File: src/sv/olbpl_pkg.sv
// Shared constants, state type and the ELVSS code function of the brightness/persistence limiter.
package olbpl_pkg;

    // Default width of the row counts.
    localparam int ROW_BITS_DEF = 12;

    // Lit rows are clamped to total rows minus this margin.
    localparam int LIMIT_OFS = 6;

    // Lower duty threshold 0.2255 as 10000*lit >= 2255*total.
    localparam int LO_LIT = 10000;
    localparam int LO_TOT = 2255;

    // Upper duty threshold 0.3 as 10*lit < 3*total.
    localparam int HI_LIT = 10;
    localparam int HI_TOT = 3;

    // Width of the scaling band in units of 1/10000 of the total rows.
    localparam int SPAN = 745;

    // Rounded multi-duty rows: (6*total + 10) / 20.
    localparam int MULTI_NUM_OFS = 10;
    localparam int MULTI_DEN = 20;

    localparam int BRIGHT_MAX = 255;
    localparam int BRIGHT_BITS = 8;
    localparam int ELVSS_BITS = 5;
    localparam int ELVSS_BASE = 10;
    localparam int ELVSS_STEP = 23;
    localparam int ELVSS_STEPS = 11;

    typedef enum logic [2:0] {
        ST_IDLE,
        ST_PROD,
        ST_CLASS,
        ST_MUL,
        ST_DSTART,
        ST_DIV,
        ST_DONE
    } state_t;

    // round((255 - b) / 23) + 10, as a count of crossed rounding thresholds.
    function automatic logic [ELVSS_BITS-1:0] elvss_code(input logic [BRIGHT_BITS-1:0] b);
        logic [BRIGHT_BITS-1:0] x;
        logic [ELVSS_BITS-1:0]  cnt;
        x   = BRIGHT_BITS'(BRIGHT_MAX) - b;
        cnt = ELVSS_BITS'(ELVSS_BASE);
        for (int k = 1; k <= ELVSS_STEPS; k++) begin
            if (x >= BRIGHT_BITS'(ELVSS_STEP * k - (ELVSS_STEP / 2))) begin
                cnt = cnt + ELVSS_BITS'(1);
            end
        end
        return cnt;
    endfunction

endpackage

File: src/sv/olbpl_serdiv.sv
// Restoring divider that produces one quotient bit per clock cycle.
module olbpl_serdiv #(
    parameter int NUM_W = 31,
    parameter int DEN_W = 23,
    parameter int QUO_W = 12
) (
    input  logic             aclk,
    input  logic             aresetn,
    input  logic             start,
    input  logic [NUM_W-1:0] num,
    input  logic [DEN_W-1:0] den,
    output logic             busy,
    output logic             done,
    output logic [QUO_W-1:0] quo
);

    localparam int CNT_W = $clog2(NUM_W);

    logic               busy_reg;
    logic               done_reg;
    logic [CNT_W-1:0]   cnt_reg;
    logic [NUM_W-1:0]   num_sh_reg;
    logic [DEN_W-1:0]   den_reg;
    logic [DEN_W-1:0]   rem_reg;
    logic [QUO_W-1:0]   quo_reg;

    logic [DEN_W:0]     trial;
    logic [DEN_W:0]     trial_diff;
    logic               take;
    logic [DEN_W-1:0]   rem_next;

    // One numerator bit enters the partial remainder each cycle while the divider is busy.
    always_comb begin
        trial      = {rem_reg, num_sh_reg[NUM_W-1]};
        trial_diff = trial - {1'b0, den_reg};
        take       = (trial >= {1'b0, den_reg});
        rem_next   = take ? trial_diff[DEN_W-1:0] : trial[DEN_W-1:0];
    end

    always_ff @(posedge aclk) begin
        if (!aresetn) begin
            busy_reg <= 1'b0;
            done_reg <= 1'b0;
            cnt_reg  <= '0;
        end else begin
            done_reg <= 1'b0;
            if (start) begin
                busy_reg <= 1'b1;
                cnt_reg  <= '0;
            end else if (busy_reg) begin
                cnt_reg <= cnt_reg + CNT_W'(1);
                if (cnt_reg == CNT_W'(NUM_W - 1)) begin
                    busy_reg <= 1'b0;
                    done_reg <= 1'b1;
                end
            end
        end
    end

    always_ff @(posedge aclk) begin
        if (start) begin
            num_sh_reg <= num;
            den_reg    <= den;
            rem_reg    <= '0;
            quo_reg    <= '0;
        end else if (busy_reg) begin
            num_sh_reg <= {num_sh_reg[NUM_W-2:0], 1'b0};
            rem_reg    <= rem_next;
            quo_reg    <= {quo_reg[QUO_W-2:0], take};
        end
    end

    assign busy = busy_reg;
    assign done = done_reg;
    assign quo  = quo_reg;

endmodule

File: src/sv/oled_brightness_persistence_limiter.sv
// Top level of the OLED brightness and persistence current limiter.
//
// One input transaction carries a brightness request together with the rolling-band settings
// and the frame's total rows; one output transaction returns the limited brightness, the lit
// rows, the multi-duty flag, the effective direction, the ELVSS code, the dim-first flag and
// the effective persistence. Requests are handled one at a time. A request whose duty stays
// below 0.2255, or that is zeroed outright, goes from acceptance through the product and
// classification states to a loaded result; a request in the scaling band adds a bit-serial
// multiply of the brightness by the duty excess followed by a restoring divider that retires
// one numerator bit per cycle over ROW_BITS + 19 bits; the multi-duty case uses the same
// divider without the multiply. A new request is taken while a finished result still waits
// in the output register. The last delivered brightness is kept to decide dim_first and is
// zero after reset. All arithmetic is exact with rounding half away from zero.
module oled_brightness_persistence_limiter #(
    parameter int ROW_BITS = olbpl_pkg::ROW_BITS_DEF,
    localparam int IN_W    = ((3 + olbpl_pkg::BRIGHT_BITS + 2 * ROW_BITS + 7) / 8) * 8,
    localparam int OUT_W   = ((3 + olbpl_pkg::BRIGHT_BITS + olbpl_pkg::ELVSS_BITS
                               + 2 * ROW_BITS + 7) / 8) * 8
) (
    input  logic                  aclk,
    input  logic                  aresetn,
    input  logic                  s_tvalid,
    output logic                  s_tready,
    // From bit 0: rolling enable, rolling reverse, requested lit rows, frame rows,
    // requested brightness, self powered, zero padding.
    input  logic [IN_W-1:0]       s_tdata,
    output logic                  m_tvalid,
    input  logic                  m_tready,
    // From bit 0: brightness, lit rows, multiple-band flag, reverse, ELVSS code,
    // dim first, persistence, zero padding.
    output logic [OUT_W-1:0]      m_tdata
);

    localparam int BB      = olbpl_pkg::BRIGHT_BITS;
    localparam int EB      = olbpl_pkg::ELVSS_BITS;

    // Input field offsets.
    localparam int I_REV   = 1;
    localparam int I_LIT   = 2;
    localparam int I_TOT   = I_LIT + ROW_BITS;
    localparam int I_BRI   = I_TOT + ROW_BITS;
    localparam int I_SELF  = I_BRI + BB;

    // Arithmetic widths; each holds the largest value that can reach it.
    localparam int A_W     = ROW_BITS + 14;   // 10000*lit and 2255*total
    localparam int DIFF_W  = ROW_BITS + 10;   // duty excess, below 745*total
    localparam int HI_W    = ROW_BITS + 4;    // 10*lit and 3*total
    localparam int ACC_W   = ROW_BITS + 18;   // brightness times duty excess
    localparam int NUM_W   = ACC_W + 1;       // dividend for the rounded quotient
    localparam int DEN_W   = DIFF_W + 1;      // twice the divisor
    localparam int MCNT_W  = $clog2(BB);

    olbpl_pkg::state_t  state_reg, state_next;

    logic [ROW_BITS-1:0] lit_reg;
    logic [ROW_BITS-1:0] total_reg;
    logic [BB-1:0]       bright_reg;
    logic                self_reg;
    logic                rev_reg;
    logic                multi_reg;
    logic [A_W-1:0]      a_reg;
    logic [A_W-1:0]      c_reg;
    logic [DIFF_W-1:0]   den_reg;
    logic [DIFF_W-1:0]   mcand_reg;
    logic [ACC_W-1:0]    acc_reg;
    logic [BB-1:0]       b_sh_reg;
    logic [MCNT_W-1:0]   mcnt_reg;
    logic                m_tvalid_reg;
    logic [OUT_W-1:0]    m_tdata_reg;
    logic [BB-1:0]       last_bright_reg;

    // Input fields.
    logic                in_rolling;
    logic                in_reverse;
    logic [ROW_BITS-1:0] in_lit;
    logic [ROW_BITS-1:0] in_total;
    logic [BB-1:0]       in_bright;
    logic                in_self;
    logic [ROW_BITS-1:0] in_limit;
    logic [ROW_BITS-1:0] lit_clamped;

    logic                in_accept;
    logic                out_free;
    logic                out_load;
    logic                lo_hit;
    logic                hi_below;
    logic [A_W-1:0]      diff_full;
    logic [ACC_W-1:0]    acc_next;

    logic                div_start;
    logic [NUM_W-1:0]    div_num;
    logic [DEN_W-1:0]    div_den;
    logic                div_busy;
    logic                div_done;
    logic [ROW_BITS-1:0] div_quo;

    logic [BB-1:0]       scaled_bright;
    logic [ROW_BITS-1:0] persist;
    logic [EB-1:0]       elvss;
    logic                dim;

    // Unpack the request and apply the lit-row clamp straight away.
    always_comb begin
        in_rolling = s_tdata[0];
        in_reverse = s_tdata[I_REV];
        in_lit     = s_tdata[I_LIT +: ROW_BITS];
        in_total   = s_tdata[I_TOT +: ROW_BITS];
        in_bright  = s_tdata[I_BRI +: BB];
        in_self    = s_tdata[I_SELF];
        // Frames shorter than the margin clamp the lit rows to zero.
        if (in_total >= ROW_BITS'(olbpl_pkg::LIMIT_OFS)) begin
            in_limit = in_total - ROW_BITS'(olbpl_pkg::LIMIT_OFS);
        end else begin
            in_limit = '0;
        end
        if (in_rolling && (in_lit <= in_limit)) begin
            lit_clamped = in_lit;
        end else begin
            lit_clamped = in_limit;
        end
    end

    // Duty classification. A zero-row frame counts as zero duty and is never limited.
    always_comb begin
        lo_hit    = (total_reg != '0) && (a_reg >= c_reg);
        hi_below  = (HI_W'(lit_reg) * HI_W'(olbpl_pkg::HI_LIT))
                  < (HI_W'(total_reg) * HI_W'(olbpl_pkg::HI_TOT));
        diff_full = a_reg - c_reg;
    end

    // Shift-and-add multiply, brightness most significant bit first.
    always_comb begin
        acc_next = {acc_reg[ACC_W-2:0], 1'b0};
        if (b_sh_reg[BB-1]) begin
            acc_next = acc_next + ACC_W'(mcand_reg);
        end
    end

    // Divider operands. Scaling: (2*num + den) / (2*den). Multi-duty: (6*total + 10) / 20.
    always_comb begin
        if (multi_reg) begin
            div_num = NUM_W'({total_reg, 2'b00}) + NUM_W'({total_reg, 1'b0})
                    + NUM_W'(olbpl_pkg::MULTI_NUM_OFS);
            div_den = DEN_W'(olbpl_pkg::MULTI_DEN);
        end else begin
            div_num = {acc_reg, 1'b0} + NUM_W'(den_reg);
            div_den = {den_reg, 1'b0};
        end
    end

    // The rounded reduction never exceeds 255 in the scaling band; saturate anyway.
    always_comb begin
        if (div_quo >= ROW_BITS'(olbpl_pkg::BRIGHT_MAX)) begin
            scaled_bright = '0;
        end else begin
            scaled_bright = BB'(ROW_BITS'(olbpl_pkg::BRIGHT_MAX) - div_quo);
        end
    end

    olbpl_serdiv #(
        .NUM_W (NUM_W),
        .DEN_W (DEN_W),
        .QUO_W (ROW_BITS)
    ) u_div (
        .aclk    (aclk),
        .aresetn (aresetn),
        .start   (div_start),
        .num     (div_num),
        .den     (div_den),
        .busy    (div_busy),
        .done    (div_done),
        .quo     (div_quo)
    );

    // Next state.
    always_comb begin
        state_next = state_reg;
        unique case (state_reg)
            olbpl_pkg::ST_IDLE: begin
                if (s_tvalid) begin
                    state_next = olbpl_pkg::ST_PROD;
                end
            end
            olbpl_pkg::ST_PROD: begin
                state_next = olbpl_pkg::ST_CLASS;
            end
            olbpl_pkg::ST_CLASS: begin
                priority if (!lo_hit) begin
                    state_next = olbpl_pkg::ST_DONE;
                end else if (hi_below) begin
                    state_next = olbpl_pkg::ST_MUL;
                end else if (self_reg) begin
                    state_next = olbpl_pkg::ST_DONE;
                end else begin
                    state_next = olbpl_pkg::ST_DSTART;
                end
            end
            olbpl_pkg::ST_MUL: begin
                if (mcnt_reg == MCNT_W'(BB - 1)) begin
                    state_next = olbpl_pkg::ST_DSTART;
                end
            end
            olbpl_pkg::ST_DSTART: begin
                state_next = olbpl_pkg::ST_DIV;
            end
            olbpl_pkg::ST_DIV: begin
                if (div_done) begin
                    state_next = olbpl_pkg::ST_DONE;
                end
            end
            olbpl_pkg::ST_DONE: begin
                if (out_free) begin
                    state_next = olbpl_pkg::ST_IDLE;
                end
            end
            default: begin
                state_next = olbpl_pkg::ST_IDLE;
            end
        endcase
    end

    // Control outputs of the sequencer.
    always_comb begin
        out_free  = !m_tvalid_reg || m_tready;
        s_tready  = (state_reg == olbpl_pkg::ST_IDLE);
        in_accept = s_tvalid && s_tready;
        div_start = (state_reg == olbpl_pkg::ST_DSTART);
        out_load  = (state_reg == olbpl_pkg::ST_DONE) && out_free;
    end

    always_ff @(posedge aclk) begin
        if (!aresetn) begin
            state_reg       <= olbpl_pkg::ST_IDLE;
            m_tvalid_reg    <= 1'b0;
            last_bright_reg <= '0;
        end else begin
            state_reg <= state_next;
            if (out_load) begin
                m_tvalid_reg    <= 1'b1;
                last_bright_reg <= bright_reg;
            end else if (m_tready) begin
                m_tvalid_reg <= 1'b0;
            end
        end
    end

    // Datapath registers, loaded according to the sequencer state.
    always_ff @(posedge aclk) begin
        unique case (state_reg)
            olbpl_pkg::ST_IDLE: begin
                if (in_accept) begin
                    lit_reg    <= lit_clamped;
                    total_reg  <= in_total;
                    bright_reg <= in_bright;
                    self_reg   <= in_self;
                    rev_reg    <= in_rolling && in_reverse;
                    multi_reg  <= 1'b0;
                end
            end
            olbpl_pkg::ST_PROD: begin
                a_reg   <= A_W'(lit_reg) * A_W'(olbpl_pkg::LO_LIT);
                c_reg   <= A_W'(total_reg) * A_W'(olbpl_pkg::LO_TOT);
                den_reg <= DIFF_W'(total_reg) * DIFF_W'(olbpl_pkg::SPAN);
            end
            olbpl_pkg::ST_CLASS: begin
                if (lo_hit) begin
                    if (hi_below) begin
                        mcand_reg <= diff_full[DIFF_W-1:0];
                        b_sh_reg  <= bright_reg;
                        acc_reg   <= '0;
                        mcnt_reg  <= '0;
                    end else begin
                        bright_reg <= '0;
                        multi_reg  <= !self_reg;
                    end
                end
            end
            olbpl_pkg::ST_MUL: begin
                acc_reg  <= acc_next;
                b_sh_reg <= {b_sh_reg[BB-2:0], 1'b0};
                mcnt_reg <= mcnt_reg + MCNT_W'(1);
            end
            olbpl_pkg::ST_DIV: begin
                if (div_done) begin
                    if (multi_reg) begin
                        lit_reg <= div_quo;
                    end else begin
                        bright_reg <= scaled_bright;
                    end
                end
            end
            default: begin
            end
        endcase
    end

    // Result assembly.
    always_comb begin
        persist = multi_reg ? total_reg : lit_reg;
        elvss   = olbpl_pkg::elvss_code(bright_reg);
        dim     = (bright_reg < last_bright_reg);
    end

    always_ff @(posedge aclk) begin
        if (out_load) begin
            m_tdata_reg <= OUT_W'({persist, dim, elvss, rev_reg, multi_reg, lit_reg, bright_reg});
        end
    end

    assign m_tvalid = m_tvalid_reg;
    assign m_tdata  = m_tdata_reg;

    // The divider is only ever running while a request is in the arithmetic phase.
    a_div_idle: assert property (@(posedge aclk) disable iff (!aresetn)
        s_tready |-> !div_busy)
        else $error("divider busy while the block is ready for a request");

    // A new request closes the input side on the following cycle.
    a_one_at_a_time: assert property (@(posedge aclk) disable iff (!aresetn)
        in_accept |=> !s_tready)
        else $error("input accepted twice in a row");

    // Multi-duty always comes with zero brightness.
    a_multi_dark: assert property (@(posedge aclk) disable iff (!aresetn)
        (m_tvalid && m_tdata[BB + ROW_BITS]) |-> (m_tdata[BB-1:0] == '0))
        else $error("multi-duty result with non-zero brightness");

    // The ELVSS code stays within its legal range.
    a_elvss_range: assert property (@(posedge aclk) disable iff (!aresetn)
        m_tvalid |-> ((m_tdata[BB + ROW_BITS + 2 +: EB] >= EB'(olbpl_pkg::ELVSS_BASE))
                   && (m_tdata[BB + ROW_BITS + 2 +: EB]
                       <= EB'(olbpl_pkg::ELVSS_BASE + olbpl_pkg::ELVSS_STEPS))))
        else $error("ELVSS code out of range");

endmodule
File: config.mk
export PLATFORM = sky130hd
export DESIGN_NAME = oled_brightness_persistence_limiter
export DESIGN_NICKNAME = d
export VERILOG_FILES = /design/src/sv/olbpl_pkg.sv /design/src/sv/olbpl_serdiv.sv /design/src/sv/oled_brightness_persistence_limiter.sv
export SDC_FILE = /design/constraint.sdc
export NUM_CORES = 1
export LEC_CHECK = 0
export ABC_CLOCK_PERIOD_IN_PS = 12300
export BUFFER_PORTS_ARGS = -buffer_cell sky130_fd_sc_hd__buf_4
export CORE_MARGIN = 2
export CORE_UTILIZATION = 66
export CTS_CLUSTER_SIZE = 24
export DETAILED_ROUTE_END_ITERATION = 12
export GPL_TIMING_DRIVEN = 0
export PLACE_DENSITY = 0.84
export RECOVER_POWER = 50
export REMOVE_ABC_BUFFERS = 1
export SYNTH_ARGS = -nofsm -noshare
export SYNTH_HDL_FRONTEND = slang
export SYNTH_SLANG_ARGS = --single-unit
File: constraint.sdc
create_clock -name aclk -period 12.3 [get_ports aclk]
set_clock_uncertainty 0.1 [all_clocks]
set_input_delay 1.845 -clock aclk [delete_from_list [all_inputs] [get_ports aclk]]
set_output_delay 1.845 -clock aclk [all_outputs]
set_load 0.05 [all_outputs]
Word level (Yosys, flattened, before mapping)

Index checks and enable logic that the tools add are counted.

$add $sub $neg: 21
Multipliers: 5
Div/mod/pow operators: 0
Magnitude comparators: 18
Equal/unequal tests: 18
Shift operators: 0
Multiplexer cells: 57
Bitwise logic cells: 2
Reductions and logical operators: 25

Operator list:

| operator                                             | count |
|---|---|
| two-way mux 31 bit                                   | 3 |
| two-way mux 30 bit                                   | 3 |
| two-way mux 12 bit                                   | 6 |
| two-way mux 8 bit                                    | 8 |
| one-hot mux 30 bit (2 select lines)                  | 1 |
| adder 5 x 1 -> 5 bit (second input constant)         | 11 |
| two-way mux 5 bit                                    | 10 |
| multiplier 12 x 10 -> 22 bit (second input constant) | 2 |
| >= comparator 8 bit (second input constant)          | 5 |
| adder 31 x 22 -> 31 bit                              | 1 |
| adder 30 x 22 -> 30 bit                              | 1 |
| >= comparator 26 x 24 -> 1 bit                       | 1 |
| >= comparator 24 x 23 -> 1 bit                       | 1 |
| >= comparator 8 x 7 -> 1 bit (second input constant) | 3 |
| multiplier 12 x 12 -> 24 bit (second input constant) | 1 |
| two-way mux 3 bit                                    | 8 |
| one-hot mux 12 bit (2 select lines)                  | 1 |
| one-hot mux 8 bit (3 select lines)                   | 1 |
| two-way mux 23 bit                                   | 1 |
| subtractor 23 bit                                    | 1 |
| subtractor 22 bit                                    | 1 |
| one-hot mux 3 bit (7 select lines)                   | 1 |
| adder 15 x 4 -> 16 bit (second input constant)       | 1 |
| >= comparator 8 x 6 -> 1 bit (second input constant) | 2 |
| 37 further kinds                                     | 72 |

Flip-flop bits (word level): 314
Bits in latches: 0
RAM bits: 0
Bits in read-only memories: 0
Bits of input ports: 44
Memories kept: 0

Logic depth before layout (Yosys ltp)

Gate-level depths: netlist (run 1).

Depth in word-level cells: 23
Mapped depth: 30
Depth with buffers taken out: 29

Hierarchy

A second synthesis (run 1) with hierarchy kept.

Cell total of the unflattened synthesis: 2616
Area total of the unflattened synthesis: 26583.0 um^2

Modules (own cells, without submodules):

| module                              | times used | cells each | area each (um^2) |
|---|---|---|---|
| oled_brightness_persistence_limiter | 1          | 2153       | 21509.4 |
| olbpl_serdiv                        | 1          | 463        | 5073.6 |

Worst setup path before layout (run 1)

No wires, ideal clock.

Path kind: reg2reg
From: register total_reg[1]
To: register mcand_reg[0], enable pin
Setup time: 0.457 ns
Arrival: 5.585 ns
Data required time: 11.743 ns
Slack: 6.158 ns
Stages on the path, launching flop included: 15
Clock period less this slack: 6.142 ns
Cell sequence: edfxtp_1 -> inv_1 -> ha_1 -> a21o_1 -> a21o_1 -> a31o_2 -> a31o_2 -> a31o_2 -> a31oi_1 -> xnor2_1 -> ha_1 -> a21o_1 -> a211oi_1 -> nand3_1 -> nor4_1

Cells in the longest elaborated chain, start to end: 3
Elaborated cells between the ends (all ways): 5

Ends and longest elaborated chain:

| element                                                            | line                                                                                   | source |
|---|---|---|
| start: declaration                                                 | oled_brightness_persistence_limiter.sv:56                                              | `logic [ROW_BITS-1:0] total_reg;` |
| start signal: assignment                                           | oled_brightness_persistence_limiter.sv:253                                             | `total_reg <= in_total;` |
| multiplier 12 x 2 -> 14 bit or nonzero test 12 bit (tied branches) | oled_brightness_persistence_limiter.sv:127, oled_brightness_persistence_limiter.sv:125 |  |
| < comparator 16 x 14 -> 1 bit or logical AND 1 bit (tied branches) | oled_brightness_persistence_limiter.sv:127, oled_brightness_persistence_limiter.sv:125 |  |
| AND reduction 3 bit (no source line) (*)                           | --                                                                                     |  |
| end signal: assignment                                             | oled_brightness_persistence_limiter.sv:268                                             | `mcand_reg <= diff_full[DIFF_W-1:0];` |
| end: declaration                                                   | oled_brightness_persistence_limiter.sv:64                                              | `logic [DIFF_W-1:0] mcand_reg;` |

Mark *: on every way between the ends. The rest lies on a longest branch, timed or not.
A chain may end at the register's enable or synchronous reset.

Final worst setup path (run 1)

From: register bright_reg[7]
To: register m_tdata_reg[26], in the netlist m_tdata[26], data pin

Cells in the longest elaborated chain, start to end: 23
Elaborated cells between the ends (all ways): 33

Ends and longest elaborated chain:

| element                      | line                                       | source |
|---|---|---|
| start: declaration           | oled_brightness_persistence_limiter.sv:57  | `logic [BB-1:0] bright_reg;` |
| start signal: assignment     | oled_brightness_persistence_limiter.sv:254 | `bright_reg <= in_bright;` |
| start signal: assignment     | oled_brightness_persistence_limiter.sv:288 | `bright_reg <= scaled_bright;` |
| subtractor 8 bit (*)         | olbpl_pkg.sv:46                            | `x = BRIGHT_BITS'(BRIGHT_MAX) - b;` |
| >= comparator 8 x 4 -> 1 bit | olbpl_pkg.sv:49                            | `if (x >= BRIGHT_BITS'(ELVSS_STEP * k - (ELVSS_STEP / 2))) begin` |
| two-way mux 1 bit            | olbpl_pkg.sv:49                            |  |
| adder 5 x 1 -> 5 bit         | olbpl_pkg.sv:50                            | `cnt = cnt + ELVSS_BITS'(1);` |
| two-way mux 5 bit            | olbpl_pkg.sv:49                            |  |
| adder 5 x 1 -> 5 bit         | olbpl_pkg.sv:50                            |  |
| two-way mux 5 bit            | olbpl_pkg.sv:49                            |  |
| adder 5 x 1 -> 5 bit         | olbpl_pkg.sv:50                            |  |
| [... 8 more ...]             | --                                         |  |
| two-way mux 5 bit            | olbpl_pkg.sv:49                            |  |
| adder 5 x 1 -> 5 bit         | olbpl_pkg.sv:50                            |  |
| two-way mux 5 bit            | olbpl_pkg.sv:49                            |  |
| adder 5 x 1 -> 5 bit         | olbpl_pkg.sv:50                            |  |
| two-way mux 5 bit            | olbpl_pkg.sv:49                            |  |
| adder 5 x 1 -> 5 bit         | olbpl_pkg.sv:50                            |  |
| two-way mux 5 bit (*)        | olbpl_pkg.sv:49                            |  |
| via elvss[4]                 | oled_brightness_persistence_limiter.sv:99  | `logic [EB-1:0] elvss;` |
| end signal: assignment       | oled_brightness_persistence_limiter.sv:306 | `m_tdata_reg <= OUT_W'({persist, dim, elvss, rev_reg, multi_reg, lit_reg, bright_reg});` |
| end: declaration             | oled_brightness_persistence_limiter.sv:69  | `logic [OUT_W-1:0] m_tdata_reg;` |

Mark *: on every way through the listed nets, which the timed path passes. The rest lies on a longest branch.

==> metrics.cfg, run 1 <==
[timing]
slew_headroom_pct=-162.1
final-setup-viol-count=0
hold_violations=0
slew_violations=123
rsz0062_at_grt=false
post-route-min-period_ns=7.106
fmax_ghz=0.1407
tns_ns=0
worst_slew_pin_slew_ns=3.932
fin_crit_sh_pct=57.77

[synth]
syn_area_sq_um=26560
synth_fa_ha_area_share_pct=26.06
synth_top_family_by_area=adder cells
synthFlopType=edfxtp_1
synth-seq-cells=312
avgSynthCellArea_sq_um=10.02
synth_edf_count=258
synthSimpleGateAreaFrac_pct=11.34
ys_types=90
yosysSeqAreaShare_pct=33.25
synth-compound-area-share_pct=13.87
synthArstFlopShare_pct=0
synth_mux_area_share_pct=3.355
synthCells=2650
synth_xor_area_share_pct=6.502
ys_warn_count=0

[run_status]
violations=capacitance limit, slew limit
status=finished, violations left

[cts]
insertion_delay_ns=0.56
post_cts_buffers=0
cts_root_buf=clkbuf_16
htree_levels=2
clk_pin_slew_ns=0.07
cts_buffers=36
hold_buffers=0
clkSinkCount=312
cts.path.max_buffers=3
cts-resized-gates=0
cts_tree=built

[floorplan]
dieWidth_um=204.6
design.core.area_sq_um=39730
rows=73
start_util_pct=66.84
die_y_um=204.6
die_area_sq_um=41860
io_pins=86

[worst_hold_path]
hold_path_class=flip-flop to flip-flop

[setup_path]
cp_top_family=simple AND/OR/NAND/NOR gates
path_depth=22
r2r-start=bright_reg[7]$_DFFE_PP_
crit_arrival_ns=7.30
critPathBufInv=1
crit_path_start=bright_reg[7]$_DFFE_PP_
cp_max_fo=21
end_kind=flip-flop
crit_slowest_cell=edfxtp_1
crit_top_cell=xnor2_1
cpPeakStageDelay_ns=0.97
required_ns=12.49
ff2ff_path_depth=22
start_kind=flip-flop
cp-endpoint=m_tdata[26]$_DFFE_PP_
crit_type=flip-flop to flip-flop
path_cells=nand2_1 -> nor3_1 -> inv_1 -> fa_1 -> xnor2_1 -> o21ai_0 -> ha_1 -> and2_1 -> nor3_1 -> xnor2_1 -> o21ai_0 -> ha_1 -> nor2b_1 -> a21boi_1 -> nor4_1 -> mux2i_1 -> and4_4 -> xnor3_2 -> xor2_2 -> nor3b_1 -> mux2i_1 -> xnor2_1
ff2ff_setup_slack_ns=5.19
r2r_end=m_tdata[26]$_DFFE_PP_

[global_routing]
grt_pass1_vias=20958
grt_max_degree=72
grt_pass1_wl_um=105100
antenna_found_initial=0
overflow=0
grt_usage_pct=31.65

[finish]
drive_gt1_share_pct=6.182
largest_reg_flops=40
final_cell_mix=369 x ha_1, 334 x inv_1, 258 x edfxtp_1
area.growth.synth_to_final_pct=8.415
finalNonFillerCells=3276
fin_nets=3250
layout_commonest_cell=ha_1
multiInputGateArea_sq_um=16250
nFillCells=2719
seq_area_sq_um=8830
design_area_sq_um=28790
fin_util_pct=72.46

[run]
maxCapViolCount=3

[placed_design]
routabilityCongestion=0.9507
dpl_cell_area_sq_um=27810
dp_hpwl_um=48690
dp.cells=3210
portBuffers=80

[drt]
first_iter_violations=1909
drt_pre_antenna_iters=6
vias_per_cell=6.251
ant_nets=0
wl_per_cell_um=19.95
detail_route.drc_violations=0
wirelength_um=65360
num_vias=20477

==> metrics by stage <==
step                      hold WS [ns]  setup WS, ns
after floorplan                 0.3003         6.158
after global placement          0.3043         4.176
after detailed placement        0.3350         5.361
after CTS                       0.3499         5.341
after global routing            0.3694         4.583
final                           0.3562         5.194
==> synthesized netlist by cell type, types with 5 or more instances <==
cell / n / area (sq um)
and4_1: 6 / 52.55
nand4_1: 14 / 87.58
or3_1: 20 / 125.1
buf_1: 10 / 37.54
mux2i_1: 71 / 710.7
o21bai_1: 27 / 202.7
nor4_1: 21 / 131.4
xor2_1: 49 / 429.2
a31o_2: 13 / 113.9
nor2b_1: 41 / 256.5
o2111ai_1: 8 / 70.07
clkbuf_1: 38 / 142.6
xnor2_1: 131 / 1147
nor3_1: 52 / 260.3
edfxtp_1: 258 / 7747
nor2_1: 152 / 570.6
a2111oi_0: 6 / 52.55
o31a_1: 7 / 61.31
a21boi_0: 12 / 90.09
o211ai_1: 11 / 82.58
fa_1: 114 / 2282
o21ai_0: 137 / 685.7
mux2_2: 16 / 180.2
nand3b_1: 7 / 52.55
a22oi_1: 5 / 37.54
a211oi_1: 18 / 135.1
nand3_1: 52 / 260.3
o31ai_1: 9 / 67.56
nand2b_1: 18 / 112.6
ha_1: 369 / 4617
nand2_1: 172 / 645.6
o41ai_1: 6 / 52.55
a21oi_1: 150 / 750.7
inv_1: 334 / 1254
a31oi_1: 12 / 75.07
dfxtp_1: 54 / 1081
and2_1: 16 / 100.1
and3_1: 17 / 106.4
o21a_1: 16 / 120.1
a22o_1: 10 / 87.58
buf_2: 10 / 50.05
or2_2: 12 / 75.07
a21o_1: 70 / 525.5
==> final cells by class <==
class | instances | share of cell area [%]
inverter | 335 | 4.368
multi-input combinational | 1944 | 56.43
timing repair buffer | 94 | 2.047
clock buffer | 49 | 3.590
antenna | 1 | 0.008692
tap | 525 | 2.282
clock inverter | 16 | 0.6084
sequential | 312 | 30.67
==> cells by family (layout without fill, tap and decap cells) <==
group                      count (synthesis)  in the layout
AOI/OAI and AO/OA                        566            566
other                                      0              1
DFF                                      312            312
and+or+nand+nor                          619            619
adders and majority gates                485            485
xor gates and xnor gates                 187            187
buffers and inverters                    394            494
muxes                                     87             87
==> how the worst min path moves through the flow <==
stage	from	to	slack [ns]	cells after the start
5_1_grt	rev_reg$_DFFE_PP_	m_tdata[21]$_DFFE_PP_	0.37	0
6_report	rev_reg$_DFFE_PP_	m_tdata[21]$_DFFE_PP_	0.36	0
3_5_place_dp	rev_reg$_DFFE_PP_	m_tdata[21]$_DFFE_PP_	0.33	0
2_1_floorplan	rev_reg$_DFFE_PP_	m_tdata[21]$_DFFE_PP_	0.30	0
3_3_place_gp	rev_reg$_DFFE_PP_	m_tdata[21]$_DFFE_PP_	0.30	0
4_1_cts	rev_reg$_DFFE_PP_	m_tdata[21]$_DFFE_PP_	0.35	0
==> routing by layer <==
metal | track usage, % | part of all wire, % | vias up
met1 | 38.79 | 39 | 9888
met3 | 5.457 | 6.9 | 236
met5 | 0 | 0 | -
li1 | - | - | 9512
met4 | 15.50 | 4.8 | 0
met2 | 54.05 | 49 | 841
Power of run 1 is left out: the tool's default activity adds up to more than one toggle a clock period on the data nets, which glitch-free logic cannot reach.
==> run 2, diff against run 1 <==
ABC_CLOCK_PERIOD_IN_PS = 6650   (was 12300)
CORE_UTILIZATION = 64   (was 66)
PLACE_DENSITY = 0.82   (was 0.84)
clock period = 6.65 ns   (was 12.3 ns; I/O delays follow)
==> metrics.cfg, run 2 (synthesized netlist as in run 1, its figures left out) <==
[drt]
drt_pre_antenna_iters=8
vias_per_cell=6.186
ant_nets=0
num_vias=20469
first_iter_violations=1647
wl_per_cell_um=19.75
wirelength_um=65360
detail_route.drc_violations=0

[global_routing]
grt_pass1_vias=20817
grt_pass1_wl_um=105700
overflow=0
antenna_found_initial=1
grt_usage_pct=30.29
grt_max_degree=72

[placed_design]
routabilityCongestion=0.8909
pre_cts_ws_ns=-0.3001
dp.cells=3217
portBuffers=80
dp_hpwl_um=48530

[setup_path]
start_kind=flip-flop
crit_arrival_ns=6.53
cpPeakStageDelay_ns=1.02
required_ns=6.86
path_cells=inv_1 -> ha_1 -> ha_1 -> inv_1 -> fa_1 -> inv_1 -> fa_1 -> fa_1 -> ha_1 -> nand2_1 -> a2111oi_0 -> o31a_1 -> and4_1 -> a2111oi_0 -> a21oi_1 -> xor2_1
crit_type=flip-flop to flip-flop
cp_max_fo=14
crit_slowest_cell=a2111oi_0
end_kind=flip-flop

[timing]
fmax_ghz=0.1580
worst_slew_pin_slew_ns=3.849
fin_crit_sh_pct=95.16
tns_ns=0
slew_headroom_pct=-156.6
slew_violations=123
hold_violations=0
post-route-min-period_ns=6.328
layout_setup_ws_ns=0.3217
final-setup-viol-count=0
rsz0062_at_grt=false

[floorplan]
dieWidth_um=207.7
die_y_um=207.7
start_util_pct=64.89
io_pins=86
design.core.area_sq_um=40920
rows=74
die_area_sq_um=43140

[cts]
insertion_delay_ns=0.56
htree_levels=2
clk_pin_slew_ns=0.06
cts_tree=built
clkSinkCount=312
cts_buffers=36
cts.path.max_buffers=3
cts_root_buf=clkbuf_16

[finish]
fin_nets=3276
area.growth.synth_to_final_pct=8.825
final_cell_mix=369 x ha_1, 333 x inv_1, 258 x edfxtp_1
finalNonFillerCells=3309
n_antenna_cell=0
layout_commonest_cell=ha_1
drive_gt1_share_pct=6.410
largest_reg_flops=40

[run]
maxCapViolCount=3

[run_status]
status=finished, violations left
violations=capacitance limit, slew limit

[worst_hold_path]
hold_path_class=flip-flop to flip-flop

-- run 2: layout make-up --
type                       count  area (sq um)
tap                          532         665.6
timing repair buffer         120         726.9
inverter                     335          1257
multi-input combinational   1944         16280
fill                        2908         12030
sequential                   312          8830
clock buffer                  46         991.0
clock inverter                20         152.6
-- run 2: layer usage --
metal / wire (um) / track usage, % / part of all wire (%) / vias up
met5: 9 / 0 / 0.014 / -
met4: 2759 / 13.30 / 4.2 / 2
met3: 3933 / 4.433 / 6.0 / 187
met2: 32160 / 52.48 / 49 / 722
met1: 26500 / 37.77 / 41 / 9966
li1: - / - / - / 9592
-- run 2: worst paths after layout --
path                          startpoint                     to  slack, ns  cells after the start
setup / recovery  total_reg[7]$_DFFE_PP_    c_reg[22]$_DFFE_PP_       0.32                     16
hold / removal         rev_reg$_DFFE_PP_  m_tdata[21]$_DFFE_PP_       0.37                      0
setup reg to reg  total_reg[7]$_DFFE_PP_    c_reg[22]$_DFFE_PP_       0.32                     16
hold reg to reg        rev_reg$_DFFE_PP_  m_tdata[21]$_DFFE_PP_       0.37                      0
-- run 2: per-stage QoR --
stage	utilization, %	cell area [sq um]	hold slack [ns]
6_report	70.62	28900	0.3679
5_1_grt	70.62	28900	0.3700
4_1_cts	71.03	29070	0.3622
3_5_place_dp	68.03	27840	0.3486
3_3_place_gp	67.40	27580	0.3010
2_1_floorplan	-	26320	0.3003
-- run 2: what timing repair did --
item,CTS,global route
pin swaps,0,1
resized for setup,0,6
hold buffers,0,0
cloned,0,0
buffers inserted,11,15
endpoints found under the setup margin,2,6
-- run 2: critical path: cells and delay by family (launching register included) --
kind	cells	cell delay, ns
AOI/OAI and AO/OA	4	1.60
DFF	1	0.92
buffers and inverters	3	0.34
xor gates and xnor gates	1	0.09
adders and majority gates	6	2.74
and+or+nand+nor	2	0.29
Power of run 2 is left out for the same reason.
==> run 3, diff against run 2 <==
SYNTH_HIERARCHICAL = 1   (was default)
==> metrics.cfg, run 3 <==
[timing]
slew_headroom_pct=-48.87
fin_crit_sh_pct=96.31
post-route-min-period_ns=6.404
slew_violations=179
fmax_ghz=0.1561
worst_slew_pin_slew_ns=2.228
final-setup-viol-count=0
hold_violations=0
hold-worst-slack_ns=0.3293

[cts]
clkSinkCount=313
cts.path.max_buffers=3
cts_tree=built
clk_pin_slew_ns=0.06
cts_buffers=36
htree_levels=2
insertion_delay_ns=0.57
cts_root_buf=clkbuf_16

[floorplan]
design.core.area_sq_um=40920
io_pins=86
dieWidth_um=207.8
die_area_sq_um=43180
die_y_um=207.8
start_util_pct=64.96
rows=74

[finish]
n_antenna_cell=0
finalNonFillerCells=3268
drive_gt1_share_pct=8.041
nFillCells=2867
final_cell_mix=370 x ha_1, 328 x inv_1, 259 x edfxtp_1
area.growth.synth_to_final_pct=8.566
design_area_sq_um=28860
fin_nets=3235
layout_commonest_cell=ha_1
largest_reg_flops=40

[drt]
drt_pre_antenna_iters=6
wl_per_cell_um=19.15
num_vias=19806
first_iter_violations=1743
detail_route.drc_violations=0
ant_nets=0
wirelength_um=62570
vias_per_cell=6.061

[synth]
synth_edf_count=259
ys_types=103
synth-seq-cells=313
synthFlopType=edfxtp_1
synth_fa_ha_area_share_pct=25.92
avgSynthCellArea_sq_um=10.16
netlist_top_cells_count=370 x ha_1, 329 x inv_1, 259 x edfxtp_1, 191 x nor2_1, 162 x a21oi_1
synthArstFlopShare_pct=0
yosysSeqAreaShare_pct=33.32
synth_top_area_share_pct=29.26
synthSimpleGateAreaFrac_pct=11.21
synth_area_leader_cell=edfxtp_1
synth-compound-area-share_pct=13.37
ys_warn_count=6
synth_xor_area_share_pct=6.255
synth_top_family_by_area=adder cells
synth_area_leaders=edfxtp_1 29%, ha_1 17%, fa_1 8.5%
syn_area_sq_um=26580
synthCells=2616
yosys.cell_count.top_type=ha_1
synth_mux_area_share_pct=3.982

[global_routing]
grt_pass1_vias=19994
antenna_found_initial=1
overflow=0
grt_usage_pct=28.68
grt_pass1_wl_um=100700
grt_max_degree=41

[placed_design]
portBuffers=80
dp_hpwl_um=46510
dpl_cell_area_sq_um=27780
routabilityCongestion=0.9395
dp.cells=3176

[run_status]
status=finished, violations left
violations=capacitance limit, slew limit

[setup_path]
start_kind=flip-flop
crit_type=flip-flop to flip-flop
end_kind=flip-flop
crit_arrival_ns=6.60
required_ns=6.85
cp_max_fo=15

[worst_hold_path]
hold_path_class=flip-flop to flip-flop

[run]
maxCapViolCount=6

## run 3: path summary, 6_finish.rpt
check	from	to	slack (ns)	depth (start not counted)
worst min-delay path	rev_reg$_DFFE_PP_	m_tdata[21]$_DFFE_PP_	0.33	0
worst max-delay path	total_reg[5]$_DFFE_PP_	den_reg[20]$_DFFE_PP_	0.25	17
worst min register to register	rev_reg$_DFFE_PP_	m_tdata[21]$_DFFE_PP_	0.33	0
worst max register to register	total_reg[5]$_DFFE_PP_	den_reg[20]$_DFFE_PP_	0.25	17
## run 3: kinds of logic after synthesis
| logic type | Yosys count |
|---|---|
| flops | 313 |
| simple gates | 605 |
| mux | 99 |
| other cells | 1 |
| compound gates | 536 |
| fa+ha+maj | 483 |
| xor+xnor | 186 |
| buf+inv | 393 |
## run 3: routing by layer
| metal | GRT usage [%] | part of all wire [%] | wire length (um) |
|---|---|---|---|
| met5 | 0 | 0 | 0 |
| met4 | 10.93 | 3.7 | 2315 |
| met3 | 4.160 | 5.9 | 3688 |
| met2 | 48.84 | 49 | 30570 |
| met1 | 37.11 | 42 | 26000 |
## run 3: final cells by class
cell class                 count  area [sq um]  share of cell area, %
multi-input combinational   1910         16190                  56.10
sequential                   313          8860                  30.70
inverter                     330          1239                  4.292
clock buffer                  51          1060                  3.672
timing repair buffer         117         683.2                  2.367
tap                          532         665.6                  2.306
clock inverter                15         161.4                 0.5593
## run 3: worst max-delay path: stages (launching register included)
cell and delay (ns):
edfxtp_1 0.96, inv_1 0.16, ha_1 0.50, inv_1 0.10, fa_1 0.47, fa_1 0.54
inv_1 0.05, fa_1 0.56, fa_1 0.42, ha_1 0.35, inv_1 0.07, o21bai_1 0.07
a21oi_1 0.24, o21bai_1 0.12, a2111oi_0 0.93, o31ai_1 0.20, a21oi_1 0.22, xnor2_1 0.09
## run 3: timing repair
action | in CTS | in global routing
resized for setup | 0 | 5
setup endpoints to repair | 0 | 7
hold buffers | 0 | 0
buffers inserted | 0 | 26
## run 3: metrics by stage
step                setup TNS [ns]  setup WS [ns]  util, %
detailed placement               0        0.03421    67.88
global placement            -85.29         -2.125    67.23
global route              -0.05308       -0.05308    70.52
floorplan                        0         0.7073        -
finish                           0         0.2457    70.52
CTS                              0        0.02933    70.86
Power of run 3 is left out for the same reason.
